`config.mk`:
```
export PLATFORM = sky130hd
export DESIGN_NAME = fracminhash_kmer_sampler_top_flat
export DESIGN_NICKNAME = d
export VERILOG_FILES = /design/src/rtl/fms_pkg.sv /design/src/rtl/fms_if.sv /design/src/rtl/fracminhash_kmer_sampler_top.sv /design/src/rtl/fms_front.sv /design/src/rtl/fms_queue.sv /design/src/rtl/fms_back.sv /design/src/flat_wrapper.sv
export SDC_FILE = /design/constraint.sdc
export NUM_CORES = 2
export LEC_CHECK = 0
export BUFFER_PORTS_ARGS = -buffer_cell sky130_fd_sc_hd__buf_2
export CORE_ASPECT_RATIO = 1.5
export CORE_UTILIZATION = 30
export DETAILED_ROUTE_END_ITERATION = 8
export PLACE_DENSITY_LB_ADDON = 0.15
export REMOVE_ABC_BUFFERS = 1
export SKIP_LAST_GASP = 1
export SYNTH_ARGS = -nofsm -noshare
export SYNTH_HDL_FRONTEND = slang
export SYNTH_HIERARCHICAL = 1
export SYNTH_SLANG_ARGS = --single-unit
```
`constraint.sdc`:
```
create_clock -name clk_i -period 32.6 [get_ports clk_i]
set_input_delay 1.63 -clock clk_i [delete_from_list [all_inputs] [get_ports clk_i]]
set_output_delay 1.63 -clock clk_i [all_outputs]
set_load 0.005 [all_outputs]
```
`src/rtl/fms_pkg.sv`:
```
// ----------------------------------------------------------------------------
// fms_pkg
// Shared types and constants of the k-mer sampler: window and queue sizes,
// configuration bundle, character codes, hash constants, hash engine states.
// ----------------------------------------------------------------------------
package fms_pkg;

  // Window limits
  localparam int unsigned MaxK          = 31;
  localparam int unsigned WinW          = 2 * MaxK;   // packed window bits
  localparam int unsigned KW            = 5;          // k-mer length field
  localparam int unsigned MaxShardBits  = 16;
  localparam int unsigned ShardW        = 16;
  localparam int unsigned HashW         = 64;

  // Queue between parser and hash engine
  localparam int unsigned QDepth = 4;
  localparam int unsigned QPtrW  = $clog2(QDepth);
  localparam int unsigned QCntW  = $clog2(QDepth + 1);

  // Configuration port
  localparam int unsigned CfgIdxW  = 3;
  localparam int unsigned CfgDataW = 64;

  typedef enum logic [CfgIdxW-1:0] {
    CFG_KMER_LENGTH    = 3'd0,
    CFG_FASTQ_MODE     = 3'd1,
    CFG_MASK_SEL       = 3'd2,
    CFG_SAMPLE_MASK    = 3'd3,
    CFG_KEEP_THRESHOLD = 3'd4,
    CFG_SHARD_WIDTH    = 3'd5
  } cfg_idx_e;

  // Reset values of the registers
  localparam logic [KW-1:0] KmerLenRst    = 5'd21;
  localparam logic          FastqRst      = 1'b1;
  localparam logic          UseMaskRst    = 1'b1;
  localparam logic [31:0]   SampleMaskRst = 32'd1023;
  localparam logic [63:0]   ThresholdRst  = 64'd0;
  localparam logic [4:0]    ShardBitsRst  = 5'd8;
  localparam logic [4:0]    ShardBitsDflt = 5'd8;

  typedef struct packed {
    logic [KW-1:0] kmer_length;
    logic          fastq_mode;
    logic          mask_sel;
    logic [31:0]   sample_mask;
    logic [63:0]   keep_threshold;
    logic [4:0]    shard_width;
  } cfg_t;

  // Text characters
  localparam logic [7:0] ChNl = 8'h0A;
  localparam logic [7:0] ChCr = 8'h0D;
  localparam logic [7:0] ChGt = 8'h3E;

  // SplitMix64 constants
  localparam logic [63:0] MixAdd  = 64'h9e3779b97f4a7c15;
  localparam logic [63:0] MixMul1 = 64'hbf58476d1ce4e5b9;
  localparam logic [63:0] MixMul2 = 64'h94d049bb133111eb;

  // Hash engine: each 64-bit product is built from three 32x32 partials
  localparam logic [1:0] StepLast = 2'd2;

  typedef enum logic [1:0] {
    BK_IDLE,
    BK_MUL1,
    BK_MUL2,
    BK_FINAL
  } bk_state_e;

endpackage

```
`src/rtl/fms_if.sv`:
```
// ----------------------------------------------------------------------------
// fms_if
// Valid/ready channels of the sampler: text bytes in, kept hashes out.
// ----------------------------------------------------------------------------
interface fms_byte_if;
  logic       valid;
  logic       ready;
  logic [7:0] text_byte;
  logic       chunk_start;

  modport source (output valid, output text_byte, output chunk_start, input ready);
  modport sink   (input valid, input text_byte, input chunk_start, output ready);
endinterface

interface fms_hash_if;
  logic        valid;
  logic        ready;
  logic [63:0] kept_hash;
  logic [15:0] shard_index;

  modport source (output valid, output kept_hash, output shard_index, input ready);
  modport sink   (input valid, input kept_hash, input shard_index, output ready);
endinterface

```
`src/rtl/fracminhash_kmer_sampler_top.sv`:
```
// ----------------------------------------------------------------------------
// fracminhash_kmer_sampler_top
// Streaming FracMinHash sampler: FASTA/FASTQ text bytes in, sampled
// canonical k-mer hashes with shard index out.
//
// Usage:
//   byte_i carries one text word per handshake (text_byte, chunk_start).
//   The parser takes one word per cycle while its queue has room.
//   hash_o carries one word per kept hash (kept_hash, shard_index).
//   Every base that completes a k-mer passes through the hash engine: a
//   load, two 64-bit multiplies built from partial products on one 32x32
//   multiplier, and a sampling step; other words cost nothing there.
//   A 4-deep queue between parser and engine lets the parser keep taking
//   words while the engine works, so sustained rate is 1 word/cycle for
//   non-k-mer words while the queue has room, and the engine takes a new
//   k-mer only once it is done with the last one. When the receiver stalls,
//   the kept hash holds in the output register, the engine waits with the
//   next one, then the queue fills and byte_i.ready drops. Reset clears the
//   window, parser phase, queue and output, and loads register defaults. The
//   user must write configuration through cfg_we_i/cfg_index_i/cfg_data_i
//   only while the block is idle; the block itself does not enforce this.
// ----------------------------------------------------------------------------
module fracminhash_kmer_sampler_top
  import fms_pkg::*;
(
  input  logic                clk_i,
  input  logic                rst_ni,
  input  logic                cfg_we_i,
  input  logic [CfgIdxW-1:0]  cfg_index_i,
  input  logic [CfgDataW-1:0] cfg_data_i,
  fms_byte_if.sink            byte_i,
  fms_hash_if.source          hash_o
);

  cfg_t            cfg_q;
  logic            q_full;
  logic            q_push;
  logic [WinW-1:0] q_push_data;
  logic            q_valid;
  logic [WinW-1:0] q_data;
  logic            q_pop;

  // Configuration registers
  always_ff @(posedge clk_i or negedge rst_ni) begin
    if (!rst_ni) begin
      cfg_q.kmer_length    <= KmerLenRst;
      cfg_q.fastq_mode     <= FastqRst;
      cfg_q.mask_sel       <= UseMaskRst;
      cfg_q.sample_mask    <= SampleMaskRst;
      cfg_q.keep_threshold <= ThresholdRst;
      cfg_q.shard_width    <= ShardBitsRst;
    end else if (cfg_we_i) begin
      case (cfg_index_i)
        CFG_KMER_LENGTH:    cfg_q.kmer_length    <= cfg_data_i[KW-1:0];
        CFG_FASTQ_MODE:     cfg_q.fastq_mode     <= cfg_data_i[0];
        CFG_MASK_SEL:       cfg_q.mask_sel       <= cfg_data_i[0];
        CFG_SAMPLE_MASK:    cfg_q.sample_mask    <= cfg_data_i[31:0];
        CFG_KEEP_THRESHOLD: cfg_q.keep_threshold <= cfg_data_i;
        CFG_SHARD_WIDTH:    cfg_q.shard_width    <= cfg_data_i[4:0];
        default:            cfg_q                <= cfg_q;
      endcase
    end
  end

  fms_front u_front (
    .clk_i    (clk_i),
    .rst_ni   (rst_ni),
    .cfg_i    (cfg_q),
    .byte_i   (byte_i),
    .q_full_i (q_full),
    .q_push_o (q_push),
    .q_data_o (q_push_data)
  );

  fms_queue u_queue (
    .clk_i       (clk_i),
    .rst_ni      (rst_ni),
    .push_i      (q_push),
    .push_data_i (q_push_data),
    .full_o      (q_full),
    .valid_o     (q_valid),
    .data_o      (q_data),
    .pop_i       (q_pop)
  );

  fms_back u_back (
    .clk_i     (clk_i),
    .rst_ni    (rst_ni),
    .cfg_i     (cfg_q),
    .q_valid_i (q_valid),
    .q_data_i  (q_data),
    .q_pop_o   (q_pop),
    .hash_o    (hash_o)
  );

endmodule

```
`src/rtl/fms_front.sv`:
```
// ----------------------------------------------------------------------------
// fms_front
// Record parser and rolling window. Takes one word per cycle while the queue
// has room, follows FASTA/FASTQ line structure, queues each full canonical k-mer.
// ----------------------------------------------------------------------------
module fms_front
  import fms_pkg::*;
(
  input  logic            clk_i,
  input  logic            rst_ni,
  input  cfg_t            cfg_i,
  fms_byte_if.sink        byte_i,
  input  logic            q_full_i,
  output logic            q_push_o,
  output logic [WinW-1:0] q_data_o
);

  logic [WinW-1:0] fwd_q, fwd_d;
  logic [WinW-1:0] rev_q, rev_d;
  logic [KW-1:0]   fill_q, fill_d;
  logic [1:0]      phase_q, phase_d;
  logic            inseq_q, inseq_d;
  logic            accept;
  logic            push;

  assign byte_i.ready = ~q_full_i;
  assign accept       = byte_i.valid & ~q_full_i;

  // Parse one word and roll the window
  always_comb begin
    logic [7:0]      ch;
    logic            is_base;
    logic            valid_base;
    logic [1:0]      code;
    logic [KW-1:0]   k;
    logic [63:0]     wmask;
    logic [5:0]      top_sh;
    logic [WinW-1:0] rev_new;

    ch      = byte_i.text_byte;
    fwd_d   = fwd_q;
    rev_d   = rev_q;
    fill_d  = fill_q;
    phase_d = phase_q;
    inseq_d = inseq_q;
    is_base = 1'b0;
    push    = 1'b0;

    if (byte_i.chunk_start) begin
      fwd_d   = '0;
      rev_d   = '0;
      fill_d  = '0;
      phase_d = 2'd0;
      inseq_d = 1'b0;
    end

    if (cfg_i.fastq_mode) begin
      if (ch == ChNl) begin
        if (phase_d == 2'd0) begin
          inseq_d = 1'b1;
          fwd_d   = '0;
          rev_d   = '0;
          fill_d  = '0;
        end else begin
          inseq_d = 1'b0;
        end
        phase_d = phase_d + 2'd1;
      end else if (phase_d == 2'd1 && ch != ChCr) begin
        is_base = 1'b1;
      end
    end else begin
      if (ch == ChGt) begin
        inseq_d = 1'b0;
        fwd_d   = '0;
        rev_d   = '0;
        fill_d  = '0;
      end else if (ch == ChNl) begin
        inseq_d = 1'b1;
      end else if (inseq_d && ch != ChCr) begin
        is_base = 1'b1;
      end
    end

    // Base decode, either case
    valid_base = 1'b1;
    case (ch)
      8'h41, 8'h61: code = 2'd0;
      8'h43, 8'h63: code = 2'd1;
      8'h47, 8'h67: code = 2'd2;
      8'h54, 8'h74: code = 2'd3;
      default: begin
        code       = 2'd0;
        valid_base = 1'b0;
      end
    endcase

    k       = (cfg_i.kmer_length == '0) ? KW'(1) : cfg_i.kmer_length;
    wmask   = (64'd1 << {k, 1'b0}) - 64'd1;
    top_sh  = {k - KW'(1), 1'b0};
    rev_new = (rev_d >> 2) | (WinW'(~code) << top_sh);

    if (is_base) begin
      if (!valid_base) begin
        fwd_d  = '0;
        rev_d  = '0;
        fill_d = '0;
      end else begin
        fwd_d  = {fwd_d[WinW-3:0], code} & wmask[WinW-1:0];
        rev_d  = rev_new & wmask[WinW-1:0];
        fill_d = (fill_d < k) ? fill_d + KW'(1) : k;
        push   = (fill_d == k);
      end
    end
  end

  assign q_push_o = accept & push;
  assign q_data_o = (fwd_d < rev_d) ? fwd_d : rev_d;

  // Parser and window state
  always_ff @(posedge clk_i or negedge rst_ni) begin
    if (!rst_ni) begin
      fwd_q   <= '0;
      rev_q   <= '0;
      fill_q  <= '0;
      phase_q <= 2'd0;
      inseq_q <= 1'b0;
    end else if (accept) begin
      fwd_q   <= fwd_d;
      rev_q   <= rev_d;
      fill_q  <= fill_d;
      phase_q <= phase_d;
      inseq_q <= inseq_d;
    end
  end

endmodule

```
`src/rtl/fms_queue.sv`:
```
// ----------------------------------------------------------------------------
// fms_queue
// Short FIFO of canonical k-mers between the parser and the hash engine.
// ----------------------------------------------------------------------------
module fms_queue
  import fms_pkg::*;
(
  input  logic            clk_i,
  input  logic            rst_ni,
  input  logic            push_i,
  input  logic [WinW-1:0] push_data_i,
  output logic            full_o,
  output logic            valid_o,
  output logic [WinW-1:0] data_o,
  input  logic            pop_i
);

  logic [WinW-1:0]  mem_q [QDepth];
  logic [QPtrW-1:0] wr_q, rd_q;
  logic [QCntW-1:0] cnt_q;
  logic             do_pop;

  assign full_o  = (cnt_q == QCntW'(QDepth));
  assign valid_o = (cnt_q != '0);
  assign data_o  = mem_q[rd_q];
  assign do_pop  = pop_i & valid_o;

  // Storage
  always_ff @(posedge clk_i) begin
    if (push_i) begin
      mem_q[wr_q] <= push_data_i;
    end
  end

  // Pointers and fill level
  always_ff @(posedge clk_i or negedge rst_ni) begin
    if (!rst_ni) begin
      wr_q  <= '0;
      rd_q  <= '0;
      cnt_q <= '0;
    end else begin
      if (push_i) wr_q <= wr_q + QPtrW'(1);
      if (do_pop) rd_q <= rd_q + QPtrW'(1);
      if (push_i && !do_pop) begin
        cnt_q <= cnt_q + QCntW'(1);
      end else if (!push_i && do_pop) begin
        cnt_q <= cnt_q - QCntW'(1);
      end
    end
  end

endmodule

```
`src/rtl/fms_back.sv`:
```
// ----------------------------------------------------------------------------
// fms_back
// Hash engine: SplitMix64 over a shared 32x32 multiplier (three partial
// products per 64-bit multiply), sampling test and output register.
// ----------------------------------------------------------------------------
module fms_back
  import fms_pkg::*;
(
  input  logic            clk_i,
  input  logic            rst_ni,
  input  cfg_t            cfg_i,
  input  logic            q_valid_i,
  input  logic [WinW-1:0] q_data_i,
  output logic            q_pop_o,
  fms_hash_if.source      hash_o
);

  bk_state_e   state_q, state_d;
  logic [1:0]  step_q;
  logic [63:0] opnd_q;
  logic [63:0] acc_q, acc_d;
  logic        out_valid_q;
  logic [63:0] out_hash_q;
  logic [15:0] out_shard_q;

  logic [63:0] mul_const;
  logic [31:0] mul_a, mul_b;
  logic [63:0] prod;
  logic [63:0] seed;
  logic [63:0] hash;
  logic        keep;
  logic        out_free;
  logic [4:0]  sb;
  logic [15:0] shard;
  logic        load_out;
  logic        step_done;

  // Shared multiplier, partial product selected by step
  assign mul_const = (state_q == BK_MUL2) ? MixMul2 : MixMul1;
  assign mul_a     = (step_q == 2'd1) ? opnd_q[63:32] : opnd_q[31:0];
  assign mul_b     = (step_q == StepLast) ? mul_const[63:32] : mul_const[31:0];
  assign prod      = 64'(mul_a) * 64'(mul_b);
  assign acc_d     = (step_q == 2'd0) ? prod : acc_q + {prod[31:0], 32'd0};
  assign step_done = (step_q == StepLast);

  assign seed = 64'(q_data_i) + MixAdd;
  assign hash = acc_q ^ (acc_q >> 31);

  // Sampling test and shard index
  assign keep = cfg_i.mask_sel ? ((hash[31:0] & cfg_i.sample_mask) == 32'd0)
                               : (hash < cfg_i.keep_threshold);
  assign sb   = (cfg_i.shard_width == 5'd0) ? ShardBitsDflt :
                (cfg_i.shard_width > 5'(MaxShardBits)) ? 5'(MaxShardBits) :
                cfg_i.shard_width;
  assign shard    = hash[63:48] >> (5'(ShardW) - sb);
  assign out_free = ~out_valid_q | hash_o.ready;

  // Next state
  always_comb begin
    state_d = state_q;
    case (state_q)
      BK_IDLE:  if (q_valid_i) state_d = BK_MUL1;
      BK_MUL1:  if (step_done) state_d = BK_MUL2;
      BK_MUL2:  if (step_done) state_d = BK_FINAL;
      BK_FINAL: if (!keep || out_free) state_d = BK_IDLE;
      default:  state_d = BK_IDLE;
    endcase
  end

  // Control outputs
  always_comb begin
    q_pop_o  = 1'b0;
    load_out = 1'b0;
    case (state_q)
      BK_IDLE:  q_pop_o  = q_valid_i;
      BK_FINAL: load_out = keep & out_free;
      default: begin
        q_pop_o  = 1'b0;
        load_out = 1'b0;
      end
    endcase
  end

  // Control state
  always_ff @(posedge clk_i or negedge rst_ni) begin
    if (!rst_ni) begin
      state_q     <= BK_IDLE;
      step_q      <= 2'd0;
      out_valid_q <= 1'b0;
    end else begin
      state_q <= state_d;
      if ((state_q == BK_MUL1 || state_q == BK_MUL2) && !step_done) begin
        step_q <= step_q + 2'd1;
      end else begin
        step_q <= 2'd0;
      end
      if (load_out) begin
        out_valid_q <= 1'b1;
      end else if (hash_o.ready) begin
        out_valid_q <= 1'b0;
      end
    end
  end

  // Datapath
  always_ff @(posedge clk_i) begin
    case (state_q)
      BK_IDLE: begin
        if (q_valid_i) opnd_q <= seed ^ (seed >> 30);
      end
      BK_MUL1: begin
        acc_q <= acc_d;
        if (step_done) opnd_q <= acc_d ^ (acc_d >> 27);
      end
      BK_MUL2: acc_q <= acc_d;
      default: acc_q <= acc_q;
    endcase
    if (load_out) begin
      out_hash_q  <= hash;
      out_shard_q <= shard;
    end
  end

  assign hash_o.valid       = out_valid_q;
  assign hash_o.kept_hash   = out_hash_q;
  assign hash_o.shard_index = out_shard_q;

endmodule

```
`src/flat_wrapper.sv`:
```
// flat-port wrapper written by rule: the top's interface ports become plain ports
module fracminhash_kmer_sampler_top_flat import fms_pkg::*;
  (clk_i, rst_ni, cfg_we_i, cfg_index_i, cfg_data_i, byte_i_valid, byte_i_text_byte, byte_i_chunk_start, byte_i_ready, hash_o_valid, hash_o_kept_hash, hash_o_shard_index, hash_o_ready);
  fms_byte_if byte_i_i ();
  fms_hash_if hash_o_i ();
  input  logic clk_i;
  input  logic rst_ni;
  input  logic cfg_we_i;
  input  logic [CfgIdxW-1:0] cfg_index_i;
  input  logic [CfgDataW-1:0] cfg_data_i;
  input wire logic [$bits(byte_i_i.valid)-1:0] byte_i_valid;
  input wire logic [$bits(byte_i_i.text_byte)-1:0] byte_i_text_byte;
  input wire logic [$bits(byte_i_i.chunk_start)-1:0] byte_i_chunk_start;
  output wire logic [$bits(byte_i_i.ready)-1:0] byte_i_ready;
  output wire logic [$bits(hash_o_i.valid)-1:0] hash_o_valid;
  output wire logic [$bits(hash_o_i.kept_hash)-1:0] hash_o_kept_hash;
  output wire logic [$bits(hash_o_i.shard_index)-1:0] hash_o_shard_index;
  input wire logic [$bits(hash_o_i.ready)-1:0] hash_o_ready;
  assign byte_i_i.valid = byte_i_valid;
  assign byte_i_i.text_byte = byte_i_text_byte;
  assign byte_i_i.chunk_start = byte_i_chunk_start;
  assign byte_i_ready = byte_i_i.ready;
  assign hash_o_valid = hash_o_i.valid;
  assign hash_o_kept_hash = hash_o_i.kept_hash;
  assign hash_o_shard_index = hash_o_i.shard_index;
  assign hash_o_i.ready = hash_o_ready;
  fracminhash_kmer_sampler_top u_core (.clk_i(clk_i), .rst_ni(rst_ni), .cfg_we_i(cfg_we_i), .cfg_index_i(cfg_index_i), .cfg_data_i(cfg_data_i), .byte_i(byte_i_i), .hash_o(hash_o_i));
endmodule
```
Word level (Yosys, flattened, before mapping). Memories as Yosys holds them, arrays and structs flattened. Index checks and enable logic that the tools add are counted.

Mux-type cells: 67. Shift operators: 3. Multipliers: 1. Reduce and logical (&&, ||, !) cells: 35. Add/sub/neg operators: 12. Equal/unequal tests: 28. $lt $le $gt $ge: 4. Bitwise logic cells: 15.

Operators by type and width (number): 62-bit two-way mux (16); 64-bit two-way mux (3); 64-bit case mux with 2 select lines (1); 62-bit bitwise AND (2); 62-bit by 64-bit adder with 64-bit output, second input constant (1); 64-bit adder (1); 8-bit by 7-bit equality test with 1-bit output, second input constant (8); 64-bit < comparator (1); 32-bit by 32-bit multiplier with 64-bit output (1); 32-bit two-way mux (2); 64-bit by 33-bit XOR with 64-bit output (1); 64-bit by 34-bit XOR with 64-bit output (1); 64-bit by 37-bit XOR with 64-bit output (1); 62-bit < comparator (1); 2-bit NOT with 62-bit output (1); 60-bit by 62-bit OR with 62-bit output (1); 1-bit by 6-bit << shifter with 62-bit output, first input constant (1); 62-bit by 6-bit << shifter with 62-bit output (1); 62-bit by 1-bit subtractor with 62-bit output, second input constant (1); 5-bit two-way mux (11); 32-bit bitwise AND (1); 32-bit zero test (1); 1-bit two-way mux (22); 2-bit two-way mux (8); other kinds (38) (77).

Logic and storage cells: 187. Register bits: 460. Memory bits (writable): 248. Input bits: 81. Memories kept: 1.

Memories: u_core.u_queue.mem_q (depth 4, bits a word 62, read ports 1, clocked after Yosys merged registers in 0, write ports 1, RTL line fms_queue.sv:18) `logic [WinW-1:0] mem_q [QDepth];`.

Depth between registers and ports, before layout.
Word-level depth: 15. Mapped depth: 45. Depth with buffers taken out: 40.

Modules after synthesis. Netlist, hierarchy kept.

By module, submodules not included: fms_back (cells an instance 4494, sequential area each 6371.1 sq um, area each 44428.9 sq um, times used 1); fms_front (cells an instance 1310, sequential area each 3303.2 sq um, area each 10695.3 sq um, times used 1); fms_queue (cells an instance 358, sequential area each 7622.3 sq um, area each 9417.8 sq um, times used 1); fracminhash_kmer_sampler_top (cells an instance 232, sequential area each 2722.6 sq um, area each 4388.0 sq um, times used 1).

Least setup slack after synthesis. No wires, ideal clock.

Path type: reg-to-reg. From: reg u_core.u_back.step_q[1]. To: reg u_core.u_back.opnd_q[35] (data pin). Cell stages (with the launch flop): 43. Setup time: 273 ps. Arrival time: 10568 ps. Data required time: 32327 ps. Slack: 21759 ps. Path through: dfrtp_1 -> inv_1 -> ha_1 -> clkbuf_1 -> buf_1 -> clkbuf_1 -> mux2i_1 -> clkbuf_1 -> inv_1 -> nand2_1 -> inv_1 -> fa_1 -> fa_1 -> fa_1 -> inv_1 -> fa_1 -> inv_1 -> fa_1 -> [... 7 more ...] -> ha_1 -> buf_2 -> nand4_1 -> or2_2 -> a2111oi_2 -> nor3_1 -> xnor2_1 -> ha_1 -> nand2_1 -> nor2_1 -> a2111oi_0 -> a22oi_1 -> a41o_1 -> o41ai_2 -> o21ai_0 -> xor2_1 -> a21oi_1 -> o221ai_1.

Longest elaborated chain between the ends: 8.

RTL lines: start: declaration (RTL line fms_back.sv:19) `logic [1:0] step_q;`; start signal: assignment (RTL line fms_back.sv:93) `step_q <= step_q + 2'd1;`; 2-bit by 1-bit equality test with 1-bit output or 2-bit equality test (tied branches) (RTL line fms_back.sv:40, fms_back.sv:41); 32-bit two-way mux (on tied branches) (RTL line fms_back.sv:40, fms_back.sv:41); 32-bit by 32-bit multiplier with 64-bit output (RTL line fms_back.sv:42) `assign prod = 64'(mul_a) * 64'(mul_b);`; 64-bit adder (RTL line fms_back.sv:43) `assign acc_d = (step_q == 2'd0) ? prod : acc_q + {prod[31:0], 32'd0};`; 64-bit two-way mux * (RTL line fms_back.sv:43); 64-bit by 37-bit XOR with 64-bit output * (RTL line fms_back.sv:113) `if (step_done) opnd_q <= acc_d ^ (acc_d >> 27);`; 64-bit two-way mux * (RTL line fms_back.sv:113); 64-bit case mux with 2 select lines * (RTL line fms_back.sv:107) `case (state_q)`; end signal: assignment (RTL line fms_back.sv:109) `if (q_valid_i) opnd_q <= seed ^ (seed >> 30);`; end signal: assignment (RTL line fms_back.sv:113); end: declaration (RTL line fms_back.sv:20) `logic [63:0] opnd_q;`.

Every way passes the cells marked *; elsewhere a longest branch is shown, timed or not. The select of a mux whose other input is x is not followed. A chain may end at the register's enable or synchronous reset.

Final worst setup path.
From: reg u_core.u_back.state_q[0]. To: reg u_core.u_back.opnd_q[35] (data pin).

Longest elaborated chain between the ends: 9.

RTL lines: start: declaration (RTL line fms_back.sv:18) `bk_state_e state_q, state_d;`; start signal: assignment (RTL line fms_back.sv:91) `state_q <= state_d;`; 2-bit equality test (RTL line fms_back.sv:39) `assign mul_const = (state_q == BK_MUL2) ? MixMul2 : MixMul1;`; 62-bit two-way mux (RTL line fms_back.sv:39); 32-bit two-way mux (RTL line fms_back.sv:41) `assign mul_b = (step_q == StepLast) ? mul_const[63:32] : mul_const[31:0];`; 32-bit by 32-bit multiplier with 64-bit output (RTL line fms_back.sv:42); 64-bit adder (RTL line fms_back.sv:43); 64-bit two-way mux (RTL line fms_back.sv:43); 64-bit by 37-bit XOR with 64-bit output (RTL line fms_back.sv:113); 64-bit two-way mux (RTL line fms_back.sv:113); 64-bit case mux with 2 select lines * (RTL line fms_back.sv:107).

Marked as above.

==> qor.yml <==
sta:
  fmax_ghz: 0.0772
  skew_ns: 0.0525
  hold_violations: 0
  drv_slew: 0
  fin_setup_tns_ns: 0
  finalSetupViolCount: 0
  relSlewSlack_pct: 12.0
  fin_crit_ns: 12.96
  post-route-period-util_pct: 39.7
  rsz0062_at_grt: "no"
  tightest_slew_ns: 1.32
synth:
  synth_area_leaders: "fa_1, edfxtp_1, ha_1"
  synthCells: 6394
  synth_xor_area_share_pct: 3.49
  synth_top_family_by_area: "adder cells"
  synth_enable_flop_cells: 456
  yosysUniqueCellTypes: 127
  ys.flop_type: "edfxtp_1"
  netlist_area_sq_mm: 0.0689
  synth_compound_area_share_pct: 9.99
  synthAdderAreaFrac_pct: 33.3
  synthArstFlopShare_pct: 35.6
  yosysTopAreaCell: "fa_1"
  yosys.area_share.simple_pct: 8.96
  synth.ff_latch_count: 708
  synth_area_per_cell_sq_um: 10.8
  synthMuxAreaShare_pct: 7.16
  seq_area_frac_synth_pct: 29.0
  yosysWarnings: 6
  synth.top_cell.area_share_pct: 23.9
global_routing:
  grt_overflow: 0
  grt_pass1_vias: 53200
  gr-usage-all-layers_pct: 23.8
  grt_pass1_wl_mm: 395
  grt_max_degree: 130
  antenna_found_initial: 19
setup_path:
  crit_path_start_kind: "register"
  end_kind: "register"
  path_class: "reg2reg"
  critPathSlowestCell: "ha_1"
  path_max_fanout: 32
  critPathArrivalTime_ns: 13.38
  crit_required_ns: 33.02
  max_stage_delay_ns: 0.79
detailed_routing:
  dr.first_iter.drc_count: 3229
  postRouteWirelength_mm: 275
  post_drt_wl_per_cell_um: 28.6
  drc: 0
  vias: 48800
  firstDrtPassIters: 5
  vias_per_cell: 5.08
  final_antenna_net_count: 0
final_layout:
  mostFrequentLayoutCell: "inv_1"
  area_delta_synth_final_pct: 10.7
  final_cell_mix: "inv_1, fa_1, ha_1"
  nNetsFinal: 7915
  layout-drive-gt1-share_pct: 12.1
min_path:
  worstHoldPathType: "reg2reg"
placement:
  dp_hpwl_mm: 225
  placement.io_buffers: 162
  gp_congestion: 0.958
run_status:
  status: "finished clean"
floorplanning:
  die_h_um: 589
  fp.coreArea_sq_mm: 0.229
  ioPinCount: 163
  fp.dieW_um: 393
  rows: 215
  start_util_pct: 30.1
  die_area_sq_mm: 0.232
cts:
  clkSinkCount: 708
  cts.repair.resized: 0
  cts_max_level: 3
  cts_tree: "done"
  postCtsHoldBufs: 0
  clk_pin_slew_worst_paths_ns: 0.06
  cts_setup_buffers: 0
  cts_buffers: 86
  clkLatencyLatePin_ns: 0.71
  cts_buffer_depth: 3
  root_buffer: "clkbuf_16"
run:
  cap_violations: 0
==> critical path, delay by kind of cell, from the launching register on <==
kind                     cells  cell delay (ns)
adder cells (fa/ha/maj)     12             6.02
AO/OA/AOI/OAI                7             2.23
AND/OR/NAND/NOR              7             1.38
buffers and inverters       11             2.06
XOR/XNOR                     2             0.52
flip-flops                   1             0.40
==> stage by stage <==
step           util, %  std cells  setup slack, ns  area, sq um  hold WS [ns]
2_1_floorplan        -       6137            18.06        67700         0.447
3_3_place_gp      32.1       9444            19.90        73400         0.465
3_5_place_dp      32.1       9444            19.75        73400         0.474
4_1_cts           33.4       9606            19.70        76300         0.483
5_1_grt           33.4       9609            19.07        76300         0.512
6_report          33.4       9611            19.64        76300         0.488
==> cells by family (layout without fill, tap and decap cells) <==
logic type / count (synthesis) / count (layout)
other cells: 1 / 6
xor+xnor: 274 / 274
compound gates: 1027 / 1027
fa+ha+maj: 1340 / 1340
mux: 370 / 370
buf+inv: 1396 / 1570
simple gates: 1278 / 1278
flops: 708 / 708
==> registers in the layout, indices dropped and copies added (netlist names) <==
name,flops
u_core/u_queue/mem_q,248
u_core/cfg_q,108
u_core/u_back/acc_q,64
u_core/u_back/hash_o.kept_hash,64
u_core/u_back/opnd_q,64
u_core/u_front/fwd_q,62
u_core/u_front/rev_q,62
u_core/u_back/hash_o.shard_index,16
u_core/u_front/fill_q,5
u_core/u_queue/cnt_q,3
u_core/u_back/state_q,2
u_core/u_back/step_q,2
u_core/u_front/phase_q,2
u_core/u_queue/rd_q,2
u_core/u_queue/wr_q,2
u_core/u_back/hash_o.valid,1
u_core/u_front/inseq_q,1
==> cell type report <==
| cell class | instances | area [sq um] |
|---|---|---|
| fillers | 23500 | 152000 |
| multi-input cells | 4290 | 43600 |
| flip-flops and latches | 708 | 20000 |
| inverters | 1139 | 4280 |
| well taps | 3038 | 3800 |
| clock buffers | 110 | 2310 |
| repair buffers | 269 | 1640 |
| clock inverters | 52 | 601 |
| diodes | 5 | 12.5 |
==> synth_stat cells, types with 13 or more instances <==
library cell,n
nor2_1,368
mux2_4,62
o22ai_1,13
a22o_1,28
nor2b_1,93
a211oi_1,25
mux4_2,58
or2_2,51
inv_1,1132
mux2i_1,143
o21a_1,28
buf_1,22
nand2b_1,63
fa_1,824
o31ai_1,18
nand4_1,65
a221o_1,14
a211o_1,13
xor2_1,109
and2_1,62
a31oi_1,13
nand2_1,387
a21o_1,65
mux2_2,103
o21ai_0,257
a32oi_1,82
and3_1,24
dfrtp_1,236
nor3_1,40
buf_2,37
o211ai_1,23
clkbuf_1,172
a22oi_1,38
edfxtp_1,456
o21ai_1,26
nand3_1,42
or3_1,13
dfstp_2,16
xnor2_1,164
a21oi_1,234
o21bai_1,18
nor4_1,17
ha_1,516
==> path summary, 6_finish.rpt <==
path,startpoint,slack (ns),cells past startpoint,endpoint
worst min-delay path,u_core/u_queue/cnt_q[2],0.49,1,u_core/u_queue/cnt_q[2]
max in group asynchronous,rst_ni,30.33,2,u_core/cfg_q[20]
min in group asynchronous,rst_ni,0.91,1,u_core/u_front/fwd_q[28]
worst min register to register,u_core/u_queue/cnt_q[2],0.49,1,u_core/u_queue/cnt_q[2]
worst max register to register,u_core/u_back/state_q[0],19.64,39,u_core/u_back/opnd_q[35]
worst max-delay path,u_core/u_back/state_q[0],19.64,39,u_core/u_back/opnd_q[35]
==> per-layer routing <==
metal	global-route usage (%)	vias to the layer above	share of wire, %
met2	43.6	1385	53
li1	-	21600	-
met1	26.0	25200	36
met4	15.6	2	7.7
met3	2.38	573	3.6
met5	0	-	0.0051
Power is not shown: default switching activity piles up to over one toggle a cycle in this logic, so the estimate is an artifact.
